[config.mk]
export PLATFORM = sky130hd
export DESIGN_NAME = vmra_ram
export DESIGN_NICKNAME = d
export VERILOG_FILES = /design/src/rtl/vmra_ram.sv
export SDC_FILE = /design/constraint.sdc
export NUM_CORES = 1
export LEC_CHECK = 0
export ABC_CLOCK_PERIOD_IN_PS = 2800
export BUFFER_PORTS_ARGS = -buffer_cell sky130_fd_sc_hd__clkbuf_2
export CORE_UTILIZATION = 60
export CTS_BUF_LIST = sky130_fd_sc_hd__clkbuf_8
export CTS_CLUSTER_SIZE = 24
export DETAILED_ROUTE_END_ITERATION = 6
export PLACE_DENSITY = 0.76
export SLEW_MARGIN = 20
export SYNTH_ARGS = -nofsm -noshare
export SYNTH_HDL_FRONTEND = slang
export SYNTH_SLANG_ARGS = --single-unit
[constraint.sdc]
create_clock -name clk -period 2.8 [get_ports clk]
set_clock_uncertainty 0.1 [all_clocks]
set_input_delay 0.7 -clock clk [delete_from_list [all_inputs] [get_ports clk]]
set_output_delay 0.7 -clock clk [all_outputs]
set_load 0.01 [all_outputs]
[src/rtl/vmra_ram.sv]
`timescale 1ns / 1ps
// ----------------------------------------------------------------------------
// vmra_ram
// Generic single-port RAM with registered read.
// ----------------------------------------------------------------------------
module vmra_ram #(
    parameter int WIDTH = 8,
    parameter int DEPTH = 16
) (
    input  logic                     clk,
    input  logic                     we,
    input  logic [$clog2(DEPTH)-1:0] addr,
    input  logic [WIDTH-1:0]         wdata,
    output logic [WIDTH-1:0]         rdata
);
    logic [WIDTH-1:0] mem [DEPTH];

    always_ff @(posedge clk)
    begin
        if (we)
        begin
            mem[addr] <= wdata;
        end
        rdata <= mem[addr];
    end
endmodule

== Yosys cells after proc, flatten, opt, wreduce, memory -nomap -nowiden ==
Memory sizes are Yosys's and may differ from the RTL's. A register that Yosys moved wholly into a read port is not among the register bits.
Index checks and enable logic that the tools add are counted.

* Muxes and demuxes: 2

{| class="wikitable"
|+ Operators with widths
! cell !! number
|-
| 1-bit two-way mux || 2
|}

* Input port bits: 14
* Output and inout bits: 8
* Bits in registers: 0
* Memories: 1
* Logic and storage cells: 3
* Memory bits (writable): 128

{| class="wikitable"
|+ Memories
! name !! words !! bits a word !! read ports !! clocked after memory_dff !! wr ports !! RTL line !! source
|-
| mem || 16 || 8 || 1 || 1 || 1 || 16 || <nowiki>logic [WIDTH-1:0] mem [DEPTH];</nowiki>
|}

== Depth between registers and ports, before layout ==
* Depth in word-level cells: 2
* Depth in mapped cells: 5
* Mapped depth without buffers: 3

== Worst setup path before layout ==
OpenSTA, ideal clock, no wires.

* Path kind: input to register
* Start: in addr[2]
* End: mem mem[0][0] (enable)
* Buffers on the path: 0
* Setup time: 0.383 ns
* Data arrival time: 1.810 ns
* Path slack: 0.507 ns
* Required time: 2.317 ns
* Stages: 2
* Cell sequence: or3b_2 -> nor3_1

{| class="wikitable"
|+ RTL lines
! element !! RTL line !! source
|-
| from (decl) || 12 || <nowiki>input logic [$clog2(DEPTH)-1:0] addr,</nowiki>
|-
| to (decl) || 16 ||
|}

No word-level cell before the write port.

==> impl_metrics.ini <==
[critical_path]
cp-start-kind = input port
startpoint = addr[0]
path_class = in -> reg
critical_path_arrival_ns = 2.04
r2r_start = mem[10][0]
path_max_fanout = 39
critPathCaptureType = flop
cp_data_required_time_ns = 3.01

[detailed_routing]
drt-total-wl_um = 9119
drt-met1-wl_um = 3742
routedWlPerCell_um = 23.03
dr_total_vias = 2400
routed-wl-met2_um = 4705
drt-vias-per-instance = 6.061
drc = 0
dr.pass1.iters = 4
detail-route-antenna-nets = 0
drt_iter0_drc = 283
top_layer_used = met4
wl_met3_um = 511

[die]
start_util = 0.6198
core_um2 = 8175
rows = 33
dieWidth_um = 93.90
die_area_um2 = 8817
io_pins = 22
die_y_um = 93.90

[synth]
syn_area_per_cell_um2 = 22.03
synth_mux_area_frac = 0.1422
seq_area_frac_synth = 0.7901
synth_adder_area_share = 0
synth_compound_area_frac = 0.02370
synth_top_family_by_area = multiplexers
yosys.area_share.simple = 0.03210
synth_top_area_share = 0.7585
synthCells = 230
syn_area_um2 = 5067
synth.largest_area_cell = edfxtp_1
ys_types = 18
yosys.area_share.xor_xnor = 0
syn_nets = 244
yosysWarnings = 0
synthTopCellsByArea = edfxtp_1 76%, mux4_2 14%, dfxtp_1 3.2%
synth_seq_cells = 136

[pwr]
power.density_nw_per_um2 = 699.2
max-vdd-ir-drop_mv = 0.3720
power_w = 0.004055
leakagePower_nw = 1.923

[global_route]
antenna_found_initial = 0
grt_usage = 0.2362
grt_pass1_vias = 2487
grt_pass1_wl_um = 14080
grt-ovfl-total = 0
grt_max_degree = 40

[hold_path]
hp-start = mem[15][2]
hp-class = reg -> reg

[cts]
cts.sinks = 136
holdBufCountCts = 0
cts_buffers = 17
clk_pin_slew_worst_paths_ns = 0.08
post_cts_buffers = 0
clock_latency_ns = 0.43
cts_resized = 0
clockRootBuffer = clkbuf_8
cts_buffer_depth = 2
cts_tree = built
cts.htree.levels = 4

[timing]
max_freq_ghz = 0.5470
finalSetupViolCount = 0
period_needed_ns = 1.828
relSlewSlack = 0.5456
worstMarginPinSlew_ns = 0.6802
tns_ns = 0
hold_viol = 0
period_share = 0.6530
finalMaxSlewViolations = 0
rsz0062_at_grt = no

[finish]
register_area_um2 = 4004
final_common_cell = edfxtp_1
fin_nets = 292
instances_no_fill = 396
drive_above_1_share = 0.3540
final_area_um2 = 5799
fillCellCount = 475
antenna_cells = 0
multi_input_area_um2 = 1003
most-common-layout-cells = 128 x edfxtp_1, 32 x mux4_2, 21 x clkbuf_2, 17 x clkbuf_8, 17 x buf_4
area_delta_synth_final_pct = 14.44
fin_util = 0.7094

[place]
portBuffers = 21
routabilityCongestion = 0.7556
place_area_um2 = 5411
dp_cells = 364
dpl.hpwl_um = 5826

[job]
maxCapViolCount = 0

[run_status]
status = completed
==> final timing paths <==
path / to / slack, ns / depth (start not counted)
worst max register to register: rdata[0] / 1.34 / 3
worst max-delay path: rdata[0] / 0.97 / 5
worst min-delay path: rdata[2] / 0.57 / 3
worst min register to register: rdata[2] / 0.57 / 3
==> where the power goes <==
| group | internal, W | switching (W) | total (W) |
|---|---|---|---|
| Clock | 0.000793 | 0.000762 | 0.00156 |
| Sequential | 0.00227 | 0.0000154 | 0.00229 |
| Combinational | 0.0000907 | 0.000121 | 0.000212 |
| Total | 0.00316 | 0.000898 | 0.00406 |
==> logic make-up after synthesis <==
kind of cell | Yosys count
DFF | 136
and+or+nand+nor | 35
muxes | 32
AOI/OAI and AO/OA | 16
buffers and inverters | 11
==> Yosys cell counts <==
master and n:
dfxtp_1 8, nand2_1 9, and2_1 1, clkbuf_1 2, nand3_1 1, buf_2 2, nand3b_1 2, clkbuf_2 1
nor2b_1 2, a22oi_1 16, nor2_1 13, edfxtp_1 128, nor3_1 4, mux4_2 32, or3b_2 1, buf_6 2
nand2b_1 2, buf_1 4
==> final cells by class <==
cell class / count / area share
Clock buffer: 17 / 0.04035
Multi-Input combinational cell: 83 / 0.1730
Sequential cell: 136 / 0.6904
Tap cell: 105 / 0.02265
Timing Repair Buffer: 40 / 0.04703
Clock inverter: 15 / 0.02654
==> worst max-delay path: stages <==
cell and delay (ns):
clkbuf_2 0.10, buf_12 0.28, mux4_2 0.53, a22oi_1 0.30, nand2_1 0.10
==> layer usage <==
metal  GRT usage  vias to the layer above
li1            -                     1055
met1      0.3131                     1243
met2      0.3826                       87
met3     0.05583                       15
met4     0.09487                        0
met5           0                        -
==> metrics by stage <==
step | worst slack, ns | hold WS (ns)
after detailed placement | 0.5388 | 0.5614
after CTS | 0.9510 | 0.5662
final | 0.9717 | 0.5727
after global routing | 0.8514 | 0.5970
after floorplan | 0.5070 | 0.5349
after global placement | 0.5534 | 0.5466
==> flip-flops by register name, indices dropped and copies added (netlist names) <==
name   flops
rdata      8
mem      128
Note: power is estimated with default switching activity, not from simulation.
