<file path="src/rtl/vmra_pkg.sv">
`timescale 1ns / 1ps
// ----------------------------------------------------------------------------
// vmra_pkg
// Shared types and constants for the message ring allocator.
// ----------------------------------------------------------------------------
package vmra_pkg;

    localparam int MAX_UNITS    = 1024;
    localparam int MAX_SLOTS    = 256;
    localparam int HEADER_BYTES = 4;

    localparam int UNIT_W  = $clog2(MAX_UNITS);      // unit index
    localparam int UCNT_W  = $clog2(MAX_UNITS + 1);  // unit count
    localparam int SLOT_W  = $clog2(MAX_SLOTS);
    localparam int SCNT_W  = $clog2(MAX_SLOTS + 1);
    localparam int DESC_W  = 2 * UNIT_W + 16;        // start, skip, length

    typedef enum logic [1:0] {
        CMD_WRITE = 2'd0,
        CMD_READ  = 2'd1,
        CMD_PEEK  = 2'd2,
        CMD_SKIP  = 2'd3
    } cmd_t;

    typedef enum logic [2:0] {
        ST_OK      = 3'd0,
        ST_EMPTY   = 3'd1,
        ST_NO_SLOT = 3'd2,
        ST_NO_SPACE = 3'd3,
        ST_BAD_LEN = 3'd4
    } status_t;

    typedef enum logic [1:0] {
        REG_UNIT_BYTES = 2'd0,
        REG_UNIT_COUNT = 2'd1,
        REG_SLOT_COUNT = 2'd2
    } reg_idx_t;

    typedef struct packed {
        logic [1:0]  cmd;
        logic [15:0] length;
    } req_t;

    typedef struct packed {
        logic [2:0]  status;
        logic [25:0] payload_offset;
        logic [15:0] msg_length;
        logic [6:0]  used_percent;
        logic [8:0]  msg_count;
    } rsp_t;

    // divider handshake
    typedef struct packed {
        logic        start;
        logic [26:0] dividend;
        logic [15:0] divisor;
    } div_req_t;

    typedef struct packed {
        logic        done;
        logic [26:0] quotient;
    } div_rsp_t;

endpackage

</file>
<file path="src/rtl/vmra_div.sv">
`timescale 1ns / 1ps
// ----------------------------------------------------------------------------
// vmra_div
// Restoring divider, one quotient bit per cycle, shared by all divisions.
// ----------------------------------------------------------------------------
module vmra_div (
    input  logic               clk,
    input  logic               rst_n,
    input  vmra_pkg::div_req_t req,
    output vmra_pkg::div_rsp_t rsp
);
    import vmra_pkg::*;

    localparam int QW = 27;

    logic [QW-1:0]   quo_reg, quo_next;
    logic [16:0]     rem_reg, rem_next;
    logic [15:0]     dvs_reg;
    logic [4:0]      cnt_reg, cnt_next;
    logic            busy_reg, busy_next, done_reg, done_next;
    logic [16:0]     trial;
    logic [17:0]     diff;

    always_comb
    begin
        quo_next  = quo_reg;
        rem_next  = rem_reg;
        cnt_next  = cnt_reg;
        busy_next = busy_reg;
        done_next = 1'b0;
        trial     = {rem_reg[15:0], quo_reg[QW-1]};
        diff      = {1'b0, trial} - {2'b00, dvs_reg};
        if (req.start)
        begin
            quo_next  = req.dividend;
            rem_next  = '0;
            cnt_next  = 5'(QW - 1);
            busy_next = 1'b1;
        end
        else if (busy_reg)
        begin
            if (!diff[17])
            begin
                rem_next = diff[16:0];
                quo_next = {quo_reg[QW-2:0], 1'b1};
            end
            else
            begin
                rem_next = trial;
                quo_next = {quo_reg[QW-2:0], 1'b0};
            end
            if (cnt_reg == '0)
            begin
                busy_next = 1'b0;
                done_next = 1'b1;
            end
            cnt_next = cnt_reg - 5'd1;
        end
    end

    always_ff @(posedge clk or negedge rst_n)
    begin
        if (!rst_n)
        begin
            busy_reg <= 1'b0;
            done_reg <= 1'b0;
            cnt_reg  <= '0;
        end
        else
        begin
            busy_reg <= busy_next;
            done_reg <= done_next;
            cnt_reg  <= cnt_next;
        end
    end

    always_ff @(posedge clk)
    begin
        quo_reg <= quo_next;
        rem_reg <= rem_next;
        if (req.start)
        begin
            dvs_reg <= req.divisor;
        end
    end

    assign rsp.done     = done_reg;
    assign rsp.quotient = quo_reg;
endmodule

</file>
<file path="config.mk">
export PLATFORM = sky130hd
export DESIGN_NAME = vmra_div
export DESIGN_NICKNAME = d
export VERILOG_FILES = /design/src/rtl/vmra_pkg.sv /design/src/rtl/vmra_div.sv
export SDC_FILE = /design/constraint.sdc
export NUM_CORES = 1
export LEC_CHECK = 0
export ABC_AREA = 1
export BUFFER_PORTS_ARGS = -buffer_cell sky130_fd_sc_hd__buf_2
export CORE_AREA = 4 4 120 122
export DETAILED_ROUTE_END_ITERATION = 6
export DIE_AREA = 0 0 124 126
export MAX_ROUTING_LAYER = met4
export PLACE_DENSITY = 0.47
export SYNTH_ARGS = -nofsm -noshare
export SYNTH_HDL_FRONTEND = slang
export SYNTH_SLANG_ARGS = --single-unit
</file>
<file path="constraint.sdc">
create_clock -name clk -period 3.9 [get_ports clk]
set_input_delay 0.585 -clock clk [delete_from_list [all_inputs] [get_ports clk]]
set_output_delay 0.585 -clock clk [all_outputs]
set_load 0.03 [all_outputs]
</file>
# Word level (Yosys, flattened, before mapping)
# Index checks and enable logic that the tools add are counted.
[word_totals] wordCells=22 regBits=66
[classes] muxes=12 n_reduce_logical=2 n_addsub=2
[op_table] cell="$mux 27" count=2
[op_table] cell="$sub 17x16->18" count=1
[op_table] cell="$mux 16" count=1
[op_table] cell="$mux 5" count=2
[op_table] cell="$mux 1" count=7
[op_table] cell="$logic_not 5->1" count=1
[op_table] cell="$sub 5x1->5 const B" count=1
[op_table] cell="$reduce_bool 2->1" count=1

# Depth between registers and ports, before layout
[logic_depth] word_depth=4 mapped_depth=14

# Least setup slack after synthesis
# OpenSTA, ideal clock, no wires.
[synth_timing] path_type="register to register" startpoint="register quo_reg[26]" endpoint="register rem_reg[12]" setup_slack_ps=1962 path_stages_with_launch=12 n_path_buf=0 period_less_slack_ps=1938 arrival_ps=1825 setup_time_ps=113 cell_sequence="edfxtp_1 inv_1 ha_1 fa_1 inv_1 nand3_1 nand3_1 nand3_1 nand4_1 nand3_2 nand3_1 nand2_1"
[synth_between] elab_chain_len=2
[synth_lines] element="from (decl)" line_no="vmra_div.sv:16" source="logic [QW-1:0] quo_reg, quo_next;"
[synth_lines] element="from (signal assigned)" line_no="vmra_div.sv:79" source="quo_reg <= quo_next;"
[synth_lines] element="$sub 17x16->18" line_no="vmra_div.sv:32" source="diff = {1'b0, trial} - {2'b00, dvs_reg};"
[synth_lines] element="$mux 16" line_no="vmra_div.sv:42" source="if (!diff[17])"
[synth_lines] element="to (signal assigned)" line_no="vmra_div.sv:80" source="rem_reg <= rem_next;"
[synth_lines] element="to (decl)" line_no="vmra_div.sv:17" source="logic [16:0] rem_reg, rem_next;"
# Every way passes these cells.
# A chain may end at the register's enable or synchronous reset.

# Worst setup path in the final report
[layout_timing] startpoint="register dvs_reg[14]" endpoint="register rem_reg[3]"
[layout_between] elab_chain_len=2
[layout_lines] element="from (decl)" line_no="vmra_div.sv:18" source="logic [15:0] dvs_reg;"
[layout_lines] element="from (signal assigned)" line_no="vmra_div.sv:83" source="dvs_reg <= req.divisor;"
[layout_lines] element="$sub 17x16->18" line_no="vmra_div.sv:32"
[layout_lines] element="$mux 16" line_no="vmra_div.sv:42"
# Every way passes these cells.

==> results_dict.tcl <==
set metrics [dict create \
    outcome "completed" \
    clkPwrFrac_pct 25.9 \
    clockBufferDepth 2 \
    synth.distinct_cells 38 \
    syn_area_sq_um 3921 \
    syn-num-nets 544 \
    synth_area_leaders "edfxtp_1 33%, nand2_1 16%, dfxtp_1 8.2%" \
    nets 620 \
    power.density_nw_per_um2 657.5 \
    fp-row-count 42 \
    synth_seq_cells 66 \
    tns_ns 0 \
    synth-edff-count 43 \
    clk_latency_ns 0.33 \
    syn_area_per_cell_sq_um 8.186 \
    crit_path_max_fanout 18 \
    rsz0062_at_grt "no" \
    core_area_sq_um 13190 \
    ys_seq_area_share_pct 45.56 \
    fp.dieW_microns 124 \
    setup_viol 0 \
    grt_max_degree 36 \
    finalCritPeriodShare_pct 53.72 \
    cts.sinks 66 \
    max_freq_ghz 0.4773 \
    die-area_sq_um 15620 \
    grt_first_pass_wirelength_mm 16.04 \
    power.switching_fraction_pct 39.75 \
    wire_per_inst_microns 12.79 \
    skew_ns 0.005292 \
    grt_pass1_vias 3363 \
    htree_levels 3 \
    p_comb_share_pct 43.5 \
    seq_power_share_pct 30.6 \
    yosys.area.top_type_share_pct 32.93 \
    drive_gt1_share_pct 22.50 \
    grt_usage_pct 13.48 \
    slew_headroom_pct 35.81 \
    largest_reg_flops 27 \
    cp.required_ns 4.15 \
    area_growth_pct 21.12 \
    fin_crit_ns 2.095 \
    power.internal_mw 1.882 \
    antenna_found_initial 0 \
    cts_resized 0 \
    cts.clk_slew.worst_paths_ns 0.06 \
    peakVddDrop_mv 0.2786 \
    start_kind "register" \
    drc 0 \
    post-route-util_pct 36.01 \
    hp-class "input pin to asynchronous set/reset pin" \
    io_pins 74 \
    cts_tree "done" \
    leakagePower_nw 2.447 \
    cp.arrival_ns 2.35 \
    yosysMostFrequentCell "nand2_1" \
    portBuffers 73 \
    ff2ff_path_depth 9 \
    cts_hold_buf 0 \
    slew_violations 0 \
    r2r_start "dvs_reg[14]$_DFFE_PP_" \
    cp-end-kind "register" \
    max_cap_violations 0 \
    crit_type "register to register" \
    yosysWarningCount 0 \
    vias_per_cell 4.421 \
    wirelength_mm 9.416 \
    start_util_pct 29.73 \
    yosys-top-cells-count "170 x nand2_1, 70 x inv_1, 43 x edfxtp_1, 43 x nand3_1" \
    drt_iter0_markers 122 \
    syn_inst 479 \
    tightest_slew_ns 0.9618 \
    grt_overflow 0 \
    yosysTopAreaCell "edfxtp_1" \
    post-cts-setup-buffers 0 \
    root_buffer "clkbuf_16" \
    rrSetupSlack_ns 1.80 \
    ys.flop_type "edfxtp_1" \
    r2r-end "rem_reg[3]$_SDFFE_PP0P_" \
    hpwl_mm 7.006 \
    p_sw_mw 1.241 \
    first_pass_iters 5 \
    final-hold-violation-count 0 \
    gp_congestion 0.8890 \
    fp.dieH_microns 126 \
    dr_total_vias 3254 \
    antennaDiodeCount 0 \
    antenna_left 0 \
    cts_made_buffers 9 \
    ys_async_sr_fraction_pct 10.61 \
]
worst max path at each step:
stage | start | to
after floorplan | quo_reg[26]$_DFFE_PP_ | rem_reg[12]$_SDFFE_PP0P_
final | dvs_reg[14]$_DFFE_PP_ | rem_reg[3]$_SDFFE_PP0P_
after detailed placement | req[43] | quo_reg[0]$_DFFE_PP_
after global routing | dvs_reg[10]$_DFFE_PP_ | rem_reg[2]$_SDFFE_PP0P_
after CTS | dvs_reg[14]$_DFFE_PP_ | rem_reg[3]$_SDFFE_PP0P_
after global placement | req[43] | quo_reg[0]$_DFFE_PP_
power groups by stage:
stage / Sequential, mW / Combinational, mW / Clock, mW
finish: 0.954 / 1.36 / 0.809
global route: 0.971 / 1.56 / 0.870
CTS: 0.955 / 1.38 / 0.838
detailed placement: 0.965 / 1.37 / 0
global placement: 0.968 / 1.37 / 0
floorplan: 1.01 / 1.08 / 0
stage by stage:
stage	worst slack (ns)	power, mW	hold WS, ns	instances	area (sq um)
floorplan	1.962	2.091	0.2894	479	3921
global placement	1.772	2.337	0.4298	720	4453
detailed placement	1.778	2.337	0.4284	720	4453
CTS	1.759	3.172	0.06157	736	4750
global route	1.581	3.401	0.06754	736	4750
finish	1.805	3.123	0.07811	736	4750
cells in the final DEF, fill, tap and decap left out, types with 3 or more instances in the layout:
cell,instances
ha_1,18
inv_1,70
xnor2_1,4
nand4_1,6
clkbuf_16,9
dfxtp_1,16
nand3b_1,5
buf_4,4
a21oi_1,11
nor2_1,18
o21ai_1,3
inv_2,4
edfxtp_1,43
dfrtp_1,7
o21ai_0,9
buf_2,73
nand3_2,11
nand2_1,170
nand2_2,9
nand3_1,43
cell families after synthesis:
family                   after synthesis  share of synthesized area [%]
AO/OA/AOI/OAI                         28                          4.116
XOR/XNOR                               6                          1.340
flip-flops                            66                          45.56
buffers and inverters                 86                          9.221
AND/OR/NAND/NOR                      274                          33.50
adder cells (fa/ha/maj)               19                          6.254
layer usage:
layer	track usage (%)	part of all wire (%)	up-vias
met2	20.49	44	75
met1	17.24	48	1483
met3	4.439	6.1	12
met5	-	0	-
met4	3.673	1.3	0
li1	-	-	1684
cell type report:
type,count,area (sq um)
clock buffer,11,242.7
inverter,74,277.8
timing repair buffer,77,395.4
sequential,66,1787
fill,1417,8441
multi-input combinational,327,1773
clock inverter,5,53.80
tap,176,220.2
critical path, stage by stage (launching register included):
cell	delay, ns
edfxtp_1	0.32
inv_1	0.04
ha_1	0.32
a21oi_1	0.23
o21ai_1	0.12
a21oi_4	0.52
nand2_8	0.21
nand2_1	0.10
nand3_1	0.07
o21ai_0	0.08
Note: power is estimated with default switching activity, not from simulation.
